--- src/hdl/nlej_pkg.sv ---
`timescale 1ns / 1ps
`default_nettype none
// ----------------------------------------------------------------------------
// Nested-loop equi-join package
// Shared types for item payloads and the controller/datapath link.
// ----------------------------------------------------------------------------
package nlej_pkg;

  localparam int unsigned IDX_W   = 6;
  localparam int unsigned COUNT_W = 7;
  localparam int unsigned SEQ_W   = 16;

  typedef enum logic [1:0] {
    MODE_LOAD  = 2'd0,
    MODE_PROBE = 2'd1,
    MODE_CLEAR = 2'd2
  } mode_t;

  typedef struct packed {
    mode_t        mode;
    logic [63:0]  key_w0;
    logic [63:0]  key_w1;
    logic [63:0]  key_w2;
    logic [47:0]  key_w3;
  } in_item_t;

  typedef struct packed {
    logic [IDX_W-1:0] build_index;
    logic [SEQ_W-1:0] probe_index;
    logic             last_match;
  } out_item_t;

  typedef enum logic [1:0] {
    ST_IDLE,
    ST_SCAN,
    ST_DRAIN,
    ST_FLUSH
  } state_t;

  typedef struct packed {
    logic             load;
    logic             clear;
    logic             probe;
    logic             rd_en;
    logic             flush;
    logic [IDX_W-1:0] rd_addr;
  } dp_cmd_t;

  typedef struct packed {
    logic               go;
    logic [COUNT_W-1:0] count;
  } dp_status_t;

endpackage
`default_nettype wire

--- src/hdl/nlej_ctrl.sv ---
`timescale 1ns / 1ps
`default_nettype none
// ----------------------------------------------------------------------------
// Nested-loop equi-join controller
// Decodes items and sequences the table scan for probes of a non-empty table.
// ----------------------------------------------------------------------------
module nlej_ctrl (
  input  wire                  clk,
  input  wire                  rst_n,
  input  wire                  in_valid,
  output logic                 in_ready,
  input  nlej_pkg::mode_t      in_mode,
  input  nlej_pkg::dp_status_t status,
  output nlej_pkg::dp_cmd_t    cmd
);

  nlej_pkg::state_t state_r, state_nxt;
  logic [nlej_pkg::IDX_W-1:0] scan_idx_r, scan_idx_nxt;
  logic last_addr;

  assign last_addr = ({1'b0, scan_idx_r} + nlej_pkg::COUNT_W'(1)) == status.count;

  always_ff @(posedge clk) begin
    if (!rst_n) begin
      state_r    <= nlej_pkg::ST_IDLE;
      scan_idx_r <= '0;
    end else begin
      state_r    <= state_nxt;
      scan_idx_r <= scan_idx_nxt;
    end
  end

  always_comb begin
    state_nxt = state_r;
    case (state_r)
      nlej_pkg::ST_IDLE: begin
        if (in_valid && in_mode == nlej_pkg::MODE_PROBE && status.count != '0) begin
          state_nxt = nlej_pkg::ST_SCAN;
        end
      end
      nlej_pkg::ST_SCAN: begin
        if (status.go && last_addr) begin
          state_nxt = nlej_pkg::ST_DRAIN;
        end
      end
      nlej_pkg::ST_DRAIN: begin
        if (status.go) begin
          state_nxt = nlej_pkg::ST_FLUSH;
        end
      end
      nlej_pkg::ST_FLUSH: begin
        if (status.go) begin
          state_nxt = nlej_pkg::ST_IDLE;
        end
      end
      default: state_nxt = nlej_pkg::ST_IDLE;
    endcase
  end

  always_comb begin
    scan_idx_nxt = scan_idx_r;
    if (state_r == nlej_pkg::ST_IDLE) begin
      scan_idx_nxt = '0;
    end else if (state_r == nlej_pkg::ST_SCAN && status.go) begin
      scan_idx_nxt = scan_idx_r + nlej_pkg::IDX_W'(1);
    end
  end

  always_comb begin
    in_ready    = 1'b0;
    cmd         = '0;
    cmd.rd_addr = scan_idx_r;
    case (state_r)
      nlej_pkg::ST_IDLE: begin
        in_ready = 1'b1;
        if (in_valid) begin
          case (in_mode)
            nlej_pkg::MODE_LOAD:  cmd.load  = 1'b1;
            nlej_pkg::MODE_PROBE: cmd.probe = 1'b1;
            nlej_pkg::MODE_CLEAR: cmd.clear = 1'b1;
            default: ;
          endcase
        end
      end
      nlej_pkg::ST_SCAN:  cmd.rd_en = status.go;
      nlej_pkg::ST_FLUSH: cmd.flush = status.go;
      default: ;
    endcase
  end

endmodule
`default_nettype wire

--- config.mk ---
export PLATFORM = sky130hd
export DESIGN_NAME = nlej_ctrl
export DESIGN_NICKNAME = d
export VERILOG_FILES = /design/src/hdl/nlej_pkg.sv /design/src/hdl/nlej_ctrl.sv
export SDC_FILE = /design/constraint.sdc
export NUM_CORES = 1
export LEC_CHECK = 0
export ABC_AREA = 1
export BUFFER_PORTS_ARGS = -buffer_cell sky130_fd_sc_hd__buf_4
export CORE_MARGIN = 1
export CORE_UTILIZATION = 52
export DETAILED_ROUTE_END_ITERATION = 16
export GPL_TIMING_DRIVEN = 0
export PLACE_DENSITY_LB_ADDON = 0.05
export SYNTH_ARGS = -nofsm -noshare
export SYNTH_HDL_FRONTEND = slang
export SYNTH_SLANG_ARGS = --single-unit
--- constraint.sdc ---
create_clock -name clk -period 2.7 [get_ports clk]
set_input_delay 0.54 -clock clk [delete_from_list [all_inputs] [get_ports clk]]
set_output_delay 0.54 -clock clk [all_outputs]
set_load 0.1 [all_outputs]
======== After elaboration in Yosys (flattened, before gate mapping) ========
Index checks and enable logic that the tools add are counted.
word-level totals
  register bits after elaboration ......... 8
  bits in latches ......................... 0
  RAM bits ................................ 0
  ROM bits ................................ 0
  input port bits ......................... 13
  output and inout bits ................... 12
  word-level logic and storage cells ...... 37
  memories ................................ 0
cells by class
  add/subtract/negate cells ............... 2
  multiply operators ...................... 0
  div/mod/pow operators ................... 0
  order comparisons ....................... 0
  equality and inequality tests ........... 10
  shift operators ......................... 0
  multiplexer cells ....................... 13
  bitwise operators ....................... 1
  reductions and logical operators ........ 9
operators with widths
  kind                                                              count
  2-bit 2-to-1 mux                                                  4
  2-bit inequality test (second input constant)                     4
  2-bit case mux with 4 select lines                                1
  6-bit by 1-bit adder with 7-bit output (second input constant)    1
  7-bit == test                                                     1
  7-bit nonzero test                                                1
  6-bit by 1-bit adder with 6-bit output (second input constant)    1
  2-bit == test (second input constant)                             3
  1-bit 2-to-1 mux                                                  6
  3-bit 2-to-1 mux                                                  2
  2-bit by 1-bit == test with 1-bit output (second input constant)  2
  1-bit logical AND                                                 4
  2-bit zero test                                                   2
  4-bit AND reduction                                               1
  2-bit OR reduction                                                1
  1-bit inverter                                                    1

======== Logic depth before layout (Yosys ltp) ========
Gate-level depths: netlist (run 1).
  depth after elaboration ................. 5
  depth in mapped cells ................... 13
  depth with buffers taken out ............ 13

======== Worst setup path after synthesis (run 1) ========
No wires, ideal clock.
  path type ............................... register -> output
  start point ............................. reg state_r[0]
  end point ............................... out cmd[9] (netlist bit)
  data arrival time ....................... 3639 ps
  data required time ...................... 2160 ps
  slack ................................... -1479 ps
  stages on the path, launching flop included .. 5
  buffers on the path ..................... 0
  cells stage by stage .................... dfxtp_1 inv_1 ha_1 nand2_1 nor3b_1
RTL lines
  what                    RTL line         RTL
  start, declared         nlej_ctrl.sv:17  nlej_pkg::state_t state_r, state_nxt;
  start signal, assigned  nlej_ctrl.sv:25  state_r <= nlej_pkg::ST_IDLE;
  start signal, assigned  nlej_ctrl.sv:28  state_r <= state_nxt;
  end, declared           nlej_ctrl.sv:14  output nlej_pkg::dp_cmd_t cmd

==> flow_summary.toml, run 1 <==
[status]
status = "completed"

[critical_path]
cpPeakStageDelay_ns = 0.38
path_buf_inv = 4
critPathKind = "reg -> out"
critical_path_arrival_ns = 1.77
path_cells = "inv_1, ha_1, nand2_1, inv_1, clkbuf_1, buf_4"
cp_data_required_time_ns = 2.16
slowest_stage = "buf_4"
cp_common_cell = "inv_1"
critPathCaptureType = "primary output"
worst-path-max-fanout = 10
startpoint_type = "flip-flop"
rr_worst_depth = 12
crit_cells = 6
path_delay_family = "buffers and inverters"

[clock_tree]
clk_pin_slew_worst_paths_ns = 0.06
clock_latency_ns = 0.25
holdBufCountCts = 0
cts.path.max_buffers = 2
cts_root_buf = "clkbuf_4"
cts_setup_buffers = 0
post_cts_resized = 0
clock-sinks = 8
cts_tree = "done"
cts-buffers-inserted = 3
htreeDepth = 1

[power_and_ir_drop]
power.share.switching_pct = 57.4
vdd_drop_max_v = 0.000422
p_per_area_mw_per_mm2 = 746
power.total_mw = 0.751
clkPwrFrac_pct = 12.9
p_sw_mw = 0.431
intPower_mw = 0.320
p_leak_nw = 0.531
seqPwrFrac_pct = 21.7
p_comb_share_pct = 65.3

[floorplan]
io_pins = 25
rows = 13
core_mm2 = 0.00132
initial_utilization_pct = 56.8
die_w_um = 39.9
dieHeight_um = 39.9
die_area_mm2 = 0.00159

[route]
m1WireLength_um = 834
first_pass_iters = 4
wirelength_mm = 1.78
top_layer_used = "met4"
wl_met2_um = 863
vias = 854
drt_iter0_markers = 36
met3_length_um = 61
drc = 0
post_drt_wl_per_cell_um = 10.8
vias_per_cell = 5.21
drtAntennaViolNets = 0

[cells_and_area]
drive_gt1_share_pct = 30.2
n_antenna_cell = 0
instances_no_fill = 164
final_nets = 169
area_delta_synth_final_pct = 34.4
stdcell_area_mm2 = 0.00101

[grt]
antenna_found_initial = 0
grt_max_degree = 11
grt_pass1_vias = 712
grt_overflow = 0
track_usage_pct = 25.5
grt_pass1_wl_mm = 2.73

[min_path]
hold_depth = 3
hp-class = "in -> reg"

[timing]
worst_pin_slew_ns = 0.442
tns_ns = 0
rsz0062_at_grt = "false"
skew_ns = 0.00181
timing.final.crit_share_pct = 85.5
finalSetupViolations = 0
max_freq_mhz = 433
final_hold_viol_count = 0
slew_violations = 0
layout_min_cycle_time_ns = 2.31
relSlewSlack_pct = 70.5
worst_slack_ns = 0.393

[synthesis]
synth_top_area_cell = "dfxtp_1"
synth_cells = 122
synthesis.nets = 140
synth-seq-cells = 8
synth-edff-count = 0
synth_area_um2 = 748
synth_commonest_cells = "nand2_1, inv_1, nand3_1"
yosysSeqAreaShare_pct = 21.4
synth_ff_type = "dfxtp_1"
postSynthAreaPerCell_um2 = 6.13
synth.most_common_cell = "nand2_1"
synthArstFlopShare_pct = 0
yosys.area.top_type_share_pct = 21.4
ys_warn_count = 0
netlist_top_cells_area = "dfxtp_1, nand2_1, nand3_1, inv_1, ha_1"
yosysUniqueCellTypes = 21

[job]
maxCapViolations = 0

[placement]
pre_cts_ws_ns = 0.643
gp_congestion = 0.812
dp_hpwl_mm = 1.46
dpl_cell_area_um2 = 983
placed_cells = 161
numPortBuffers = 24
## cell type report
type | instances | area (um^2)
plain buffers | 2 | 15.0
clock buffers | 3 | 22.5
fillers | 116 | 312
inverters | 23 | 86.3
multi-input cells | 89 | 523
flip-flops and latches | 8 | 160
well taps | 15 | 18.8
repair buffers | 24 | 180
## final timing paths
kind                                                  from  slack (ns)                       to
worst max-delay path               state_r[1]$_SDFFE_PN0P_        0.39                   cmd[7]
worst min-delay path                                 rst_n        0.52  state_r[1]$_SDFFE_PN0P_
worst max register to register  scan_idx_r[0]$_SDFFE_PP0P_        0.97  state_r[1]$_SDFFE_PN0P_
worst min register to register     state_r[0]$_SDFFE_PN0P_        0.54  state_r[0]$_SDFFE_PN0P_
## state kept, by name, summed over array words and instances (netlist names)
signal,cells
scan_idx_r,6
state_r,2
## power groups by stage
stage / sequential (mW) / clock [mW] / combinational [mW]
2_1_floorplan: 0.214 / 0 / 0.346
3_3_place_gp: 0.164 / 0 / 0.482
3_5_place_dp: 0.165 / 0 / 0.490
4_1_cts: 0.163 / 0.0969 / 0.491
5_1_grt: 0.167 / 0.105 / 0.531
6_report: 0.163 / 0.0971 / 0.491
## per-layer routing
| metal | global-route usage (%) | vias to the layer above |
|---|---|---|
| li1 | - | 446 |
| met1 | 31.6 | 389 |
| met2 | 44.0 | 17 |
| met3 | 5.00 | 2 |
| met4 | 7.76 | 0 |
| met5 | 0 | - |
## cells in the final DEF (no fill, tap or decap), drive strengths merged
cell type   n
a211oi      1
a21oi       6
buf        25
clkbuf      4
dfxtp       8
ha          5
inv        23
nand2      33
nand3      17
nand4       2
nor2       15
nor3        2
nor3b       1
o211ai      2
o21ai       4
xnor2       1
## tightest hold or removal path, stage by stage
cell     delay (ns)
buf_4          0.09
nand2_1        0.04
nor2_1         0.06
## through the flow
step           hold WS (ns)  utilization [%]
5_1_grt               0.532             76.4
3_5_place_dp          0.533             74.6
4_1_cts               0.522             76.4
6_report              0.521             76.4
2_1_floorplan         0.503                -
3_3_place_gp          0.528             74.6
## cells by family after synthesis
group,count (synthesis),share of synthesized area (%)
AOI/OAI and AO/OA,13,9.70
buffers and inverters,25,13.5
adders and majority gates,5,8.36
and+or+nand+nor,70,45.8
xor gates and xnor gates,1,1.17
DFF,8,21.4
Note: power is estimated with default switching activity, not from simulation.
==> inputs of run 2 (changes only) <==
==> constraint.sdc (replaced) <==
create_clock -name clk -period 2.7 [get_ports clk]
set_input_delay 0.135 -clock clk [delete_from_list [all_inputs] [get_ports clk]]
set_output_delay 0.135 -clock clk [all_outputs]
set_load 0.1 [all_outputs]
==> run 2 against run 1 <==
  * Sequential share of layout area is 0.24 points higher
  * Sequential power about the same
  * Final cell count is the same
  * Highest routed layer unchanged
  * Clock skew up 0.0056 ns
  * Critical path type unchanged
  * Total power fell by 1.4%
==> flow_summary.toml, run 2 (synthesis results as in run 1) <==
[critical_path]
critPathKind = "reg -> out"
worst-path-max-fanout = 10
cp-startpoint = "state_r[1]$_SDFFE_PN0P_"
rr_worst_depth = 12
cp_data_required_time_ns = 2.57
r2r-start = "scan_idx_r[0]$_SDFFE_PP0P_"
cp-endpoint = "cmd[7]"
r2r_slack_ns = 0.97
rr_endpoint = "state_r[1]$_SDFFE_PN0P_"
critPathCaptureType = "primary output"
critical_path_arrival_ns = 1.74
startpoint_type = "flip-flop"

[route]
vias = 819
drtAntennaViolNets = 0
vias_per_cell = 4.99
first_pass_iters = 4
drc = 0
post_drt_wl_per_cell_um = 10.8
drt_iter0_markers = 22
wirelength_mm = 1.77

[cells_and_area]
top_regs = "scan_idx_r: 6 flops, state_r: 2 flops"
area_delta_synth_final_pct = 32.4
largest_reg_flops = 6
largest_register = "scan_idx_r"
n_antenna_cell = 0
instances_no_fill = 164
final_common_cell = "nand2_1"
n_fill_cell = 118
layout_common_cells = "nand2_1, buf_4, inv_1, nand3_1, nor2_1"
final_core_util_pct = 75.2
drive_gt1_share_pct = 29.5
final_nets = 169

[floorplan]
rows = 13
core_mm2 = 0.00132
initial_utilization_pct = 56.8
die_w_um = 39.9
die_area_mm2 = 0.00159
dieHeight_um = 39.9
io_pins = 25

[power_and_ir_drop]
p_leak_nw = 0.526
vdd_drop_max_v = 0.000500
p_per_area_mw_per_mm2 = 747

[grt]
grt_overflow = 0
track_usage_pct = 26.7
antenna_found_initial = 0
grt_max_degree = 11
grt_pass1_wl_mm = 2.71
grt_pass1_vias = 653

[job]
maxCapViolations = 0

[clock_tree]
holdBufCountCts = 0
cts_root_buf = "clkbuf_4"
clk_pin_slew_worst_paths_ns = 0.05
cts_setup_buffers = 0
clock_latency_ns = 0.27
cts.path.max_buffers = 2
cts-buffers-inserted = 3
post_cts_resized = 0
htreeDepth = 1
clock-sinks = 8
cts_tree = "done"

[timing]
skew_ns = 0.00742
hold_slack_ns = 0.123
timing.final.crit_share_pct = 69.3
relSlewSlack_pct = 72.2
worst_pin_slew_ns = 0.418
rsz0062_at_grt = "false"
layout_min_cycle_time_ns = 1.87
max_freq_mhz = 535
final_hold_viol_count = 0
slew_violations = 0
finalSetupViolations = 0

[placement]
dp_hpwl_mm = 1.44
placed_cells = 161
gp_congestion = 0.779
numPortBuffers = 24

[min_path]
hp-class = "in -> reg"

[status]
status = "completed"
==> run 2: area by class of cell <==
type | count | area [um^2] | share of cell area, %
Multi-Input combinational cell | 89 | 508 | 51.3
Timing Repair Buffer | 24 | 180 | 18.2
Sequential cell | 8 | 160 | 16.2
Inverter | 23 | 86.3 | 8.71
Clock buffer | 3 | 22.5 | 2.27
Tap cell | 15 | 18.8 | 1.89
Buffer | 2 | 15.0 | 1.52
==> run 2: layer usage <==
| layer | share of wire [%] | vias up | GRT usage [%] |
|---|---|---|---|
| li1 | - | 441 | - |
| met1 | 44 | 358 | 33.4 |
| met2 | 50 | 18 | 41.1 |
| met3 | 5.0 | 2 | 10.0 |
| met4 | 1.0 | 0 | 10.3 |
| met5 | 0 | - | 0 |
==> run 2: how the worst min path moves through the flow <==
stage	start	endpoint	slack, ns	cells past startpoint
finish	rst_n	state_r[1]$_SDFFE_PN0P_	0.12	3
global route	rst_n	state_r[0]$_SDFFE_PN0P_	0.12	3
CTS	rst_n	state_r[1]$_SDFFE_PN0P_	0.13	3
detailed placement	rst_n	state_r[1]$_SDFFE_PN0P_	0.40	3
global placement	rst_n	state_r[0]$_SDFFE_PN0P_	0.38	3
floorplan	rst_n	state_r[1]$_SDFFE_PN0P_	0.26	2
==> run 2: report_power, final <==
part / leakage (nW) / total [mW] / switching, mW / internal, mW
Combinational: 0.447 / 0.483 / 0.358 / 0.125
Clock: 0.0138 / 0.0945 / 0.0435 / 0.0510
Sequential: 0.0650 / 0.163 / 0.0246 / 0.139
Total: 0.526 / 0.741 / 0.426 / 0.315
==> run 2: critical path, cell delays in order, from the launching register on <==
cell	delay [ns]
dfxtp_1	0.33
inv_1	0.08
ha_1	0.17
nand2_1	0.10
inv_1	0.08
clkbuf_1	0.34
buf_4	0.37
==> run 2: per-stage QoR <==
step / instance area [um^2] / setup slack [ns] / power (mW) / setup TNS, ns
floorplan: 769 / -0.152 / 0.549 / -0.256
global placement: 968 / 1.03 / 0.636 / 0
detailed placement: 968 / 0.978 / 0.646 / 0
CTS: 991 / 0.825 / 0.743 / 0
global route: 991 / 0.692 / 0.792 / 0
finish: 991 / 0.830 / 0.741 / 0
==> inputs of run 3 (changes only) <==
- CORE_UTILIZATION: 52 -> 49
- clock period: 2.7 -> 1.8 ns (I/O delays scaled with it)
==> run 3 against run 2 <==
  * Sequential power rose by 52%
  * Register-to-register slack got worse by 0.79 ns
  * Clock power rose by 66%
  * Clock-buffer cell count rose by 1
  * Largest cell class unchanged
==> flow_summary.toml, run 3 (synthesis results as in run 1) <==
[grt]
grt_pass1_wl_mm = 2.65
grt_max_degree = 11
antenna_found_initial = 0
grt_overflow = 0
track_usage_pct = 24.2
grt_pass1_vias = 685

[clock_tree]
cts_setup_buffers = 0
clock-sinks = 8
cts_tree = "done"
clock_latency_ns = 0.26
cts_root_buf = "clkbuf_4"
clk_pin_slew_worst_paths_ns = 0.06
holdBufCountCts = 0
post_cts_resized = 0
htreeDepth = 1
cts-buffers-inserted = 3
cts.path.max_buffers = 2

[floorplan]
dieHeight_um = 41.1
rows = 13
core_mm2 = 0.00137
die_area_mm2 = 0.00169
die_w_um = 41.1
io_pins = 25
initial_utilization_pct = 54.8

[route]
vias_per_cell = 5.21
post_drt_wl_per_cell_um = 11.3
drt_iter0_markers = 21
first_pass_iters = 4
drtAntennaViolNets = 0
wirelength_mm = 1.87
drc = 0
vias = 860

[status]
status = "completed"

[critical_path]
path_delay_family = "buffers and inverters"
startpoint_type = "flip-flop"
slowest_stage = "dfxtp_1"
worst-path-max-fanout = 10
critPathKind = "reg -> out"
path_cells = "inv_2, ha_1, nand2_1, inv_1, clkbuf_2, buf_4"
critical_path_arrival_ns = 1.60
r2r_slack_ns = 0.18
path_buf_inv = 4
cp_data_required_time_ns = 1.71
critPathCaptureType = "primary output"
cpPeakStageDelay_ns = 0.34

[power_and_ir_drop]
power.share.switching_pct = 56.7
clkPwrFrac_pct = 13.2
vdd_drop_max_v = 0.000806
seqPwrFrac_pct = 20.9
p_comb_share_pct = 65.9
p_sw_mw = 0.674
intPower_mw = 0.514
p_leak_nw = 0.545
p_per_area_mw_per_mm2 = 1140

[cells_and_area]
drive_gt1_share_pct = 36.0
top_regs = "scan_idx_r: 6 flops, state_r: 2 flops"
stdcell_area_mm2 = 0.00104
final_nets = 169
final_common_cell = "nand2_1"
ff_latch_area_um2 = 173
largest_reg_flops = 6
largest_register = "scan_idx_r"
layout_common_cells = "nand2_1, buf_4, inv_1, nand3_1, nor2_1"
area_delta_synth_final_pct = 39.1
n_antenna_cell = 0
n_fill_cell = 115
multi_input_area_um2 = 541

[timing]
relSlewSlack_pct = 79.3
layout_min_cycle_time_ns = 1.69
timing.final.crit_share_pct = 93.7
slew_violations = 0
max_freq_mhz = 593
skew_ns = 0.00591
tns_ns = 0
finalSetupViolations = 0
final_hold_viol_count = 0
rsz0062_at_grt = "false"
worst_pin_slew_ns = 0.311

[placement]
numPortBuffers = 24
gp_congestion = 0.806
dp_hpwl_mm = 1.52
dpl_cell_area_mm2 = 0.00101

[min_path]
hp-class = "in -> reg"

[job]
maxCapViolations = 0
## run 3: changes by cell type in the layout (fill, tap and decap cells not counted), sizes merged
cell | previous run | this run
clkbuf | 4 | 5
## run 3: layout make-up
| type | instances | share of cell area, % |
|---|---|---|
| inverter | 23 | 8.29 |
| multi-input combinational | 89 | 51.9 |
| clock buffer | 4 | 2.52 |
| buffer | 2 | 1.56 |
| tap | 15 | 1.80 |
| timing repair buffer | 24 | 17.3 |
| sequential | 8 | 16.6 |
## run 3: power groups by stage
stage / Sequential (mW) / Clock (mW) / Combinational, mW
6_report: 0.248 / 0.157 / 0.783
5_1_grt: 0.254 / 0.168 / 0.840
2_1_floorplan: 0.325 / 0 / 0.560
4_1_cts: 0.248 / 0.162 / 0.784
3_5_place_dp: 0.252 / 0 / 0.782
3_3_place_gp: 0.249 / 0 / 0.764
## run 3: routing by layer
layer,global-route usage (%),share of wire (%)
met1,27.6,45
met2,44.1,49
met3,6.52,4.9
met4,5.00,0.48
met5,0,0
## run 3: tightest hold or removal path: stages
cell	delay (ns)
buf_4	0.09
nand2_1	0.04
nor2_1	0.07
## run 3: worst paths after layout
path / cells after the start / start / to
worst min-delay path: 3 / rst_n / state_r[1]$_SDFFE_PN0P_
worst max-delay path: 6 / state_r[1]$_SDFFE_PN0P_ / cmd[7]
worst max register to register: 12 / scan_idx_r[0]$_SDFFE_PP0P_ / state_r[0]$_SDFFE_PN0P_
worst min register to register: 2 / state_r[1]$_SDFFE_PN0P_ / state_r[1]$_SDFFE_PN0P_
## run 3: through the flow
step | setup slack (ns) | std cells | util [%] | hold slack [ns] | power, mW
final | 0.113 | 165 | 76.2 | 0.0627 | 1.19
after detailed placement | 0.176 | 161 | 74.3 | 0.334 | 1.03
after global routing | 0.0362 | 165 | 76.2 | 0.0614 | 1.26
after CTS | 0.108 | 165 | 76.2 | 0.0627 | 1.19
after floorplan | -0.0437 | 122 | - | 0.211 | 0.886
after global placement | 0.238 | 161 | 74.3 | 0.334 | 1.01
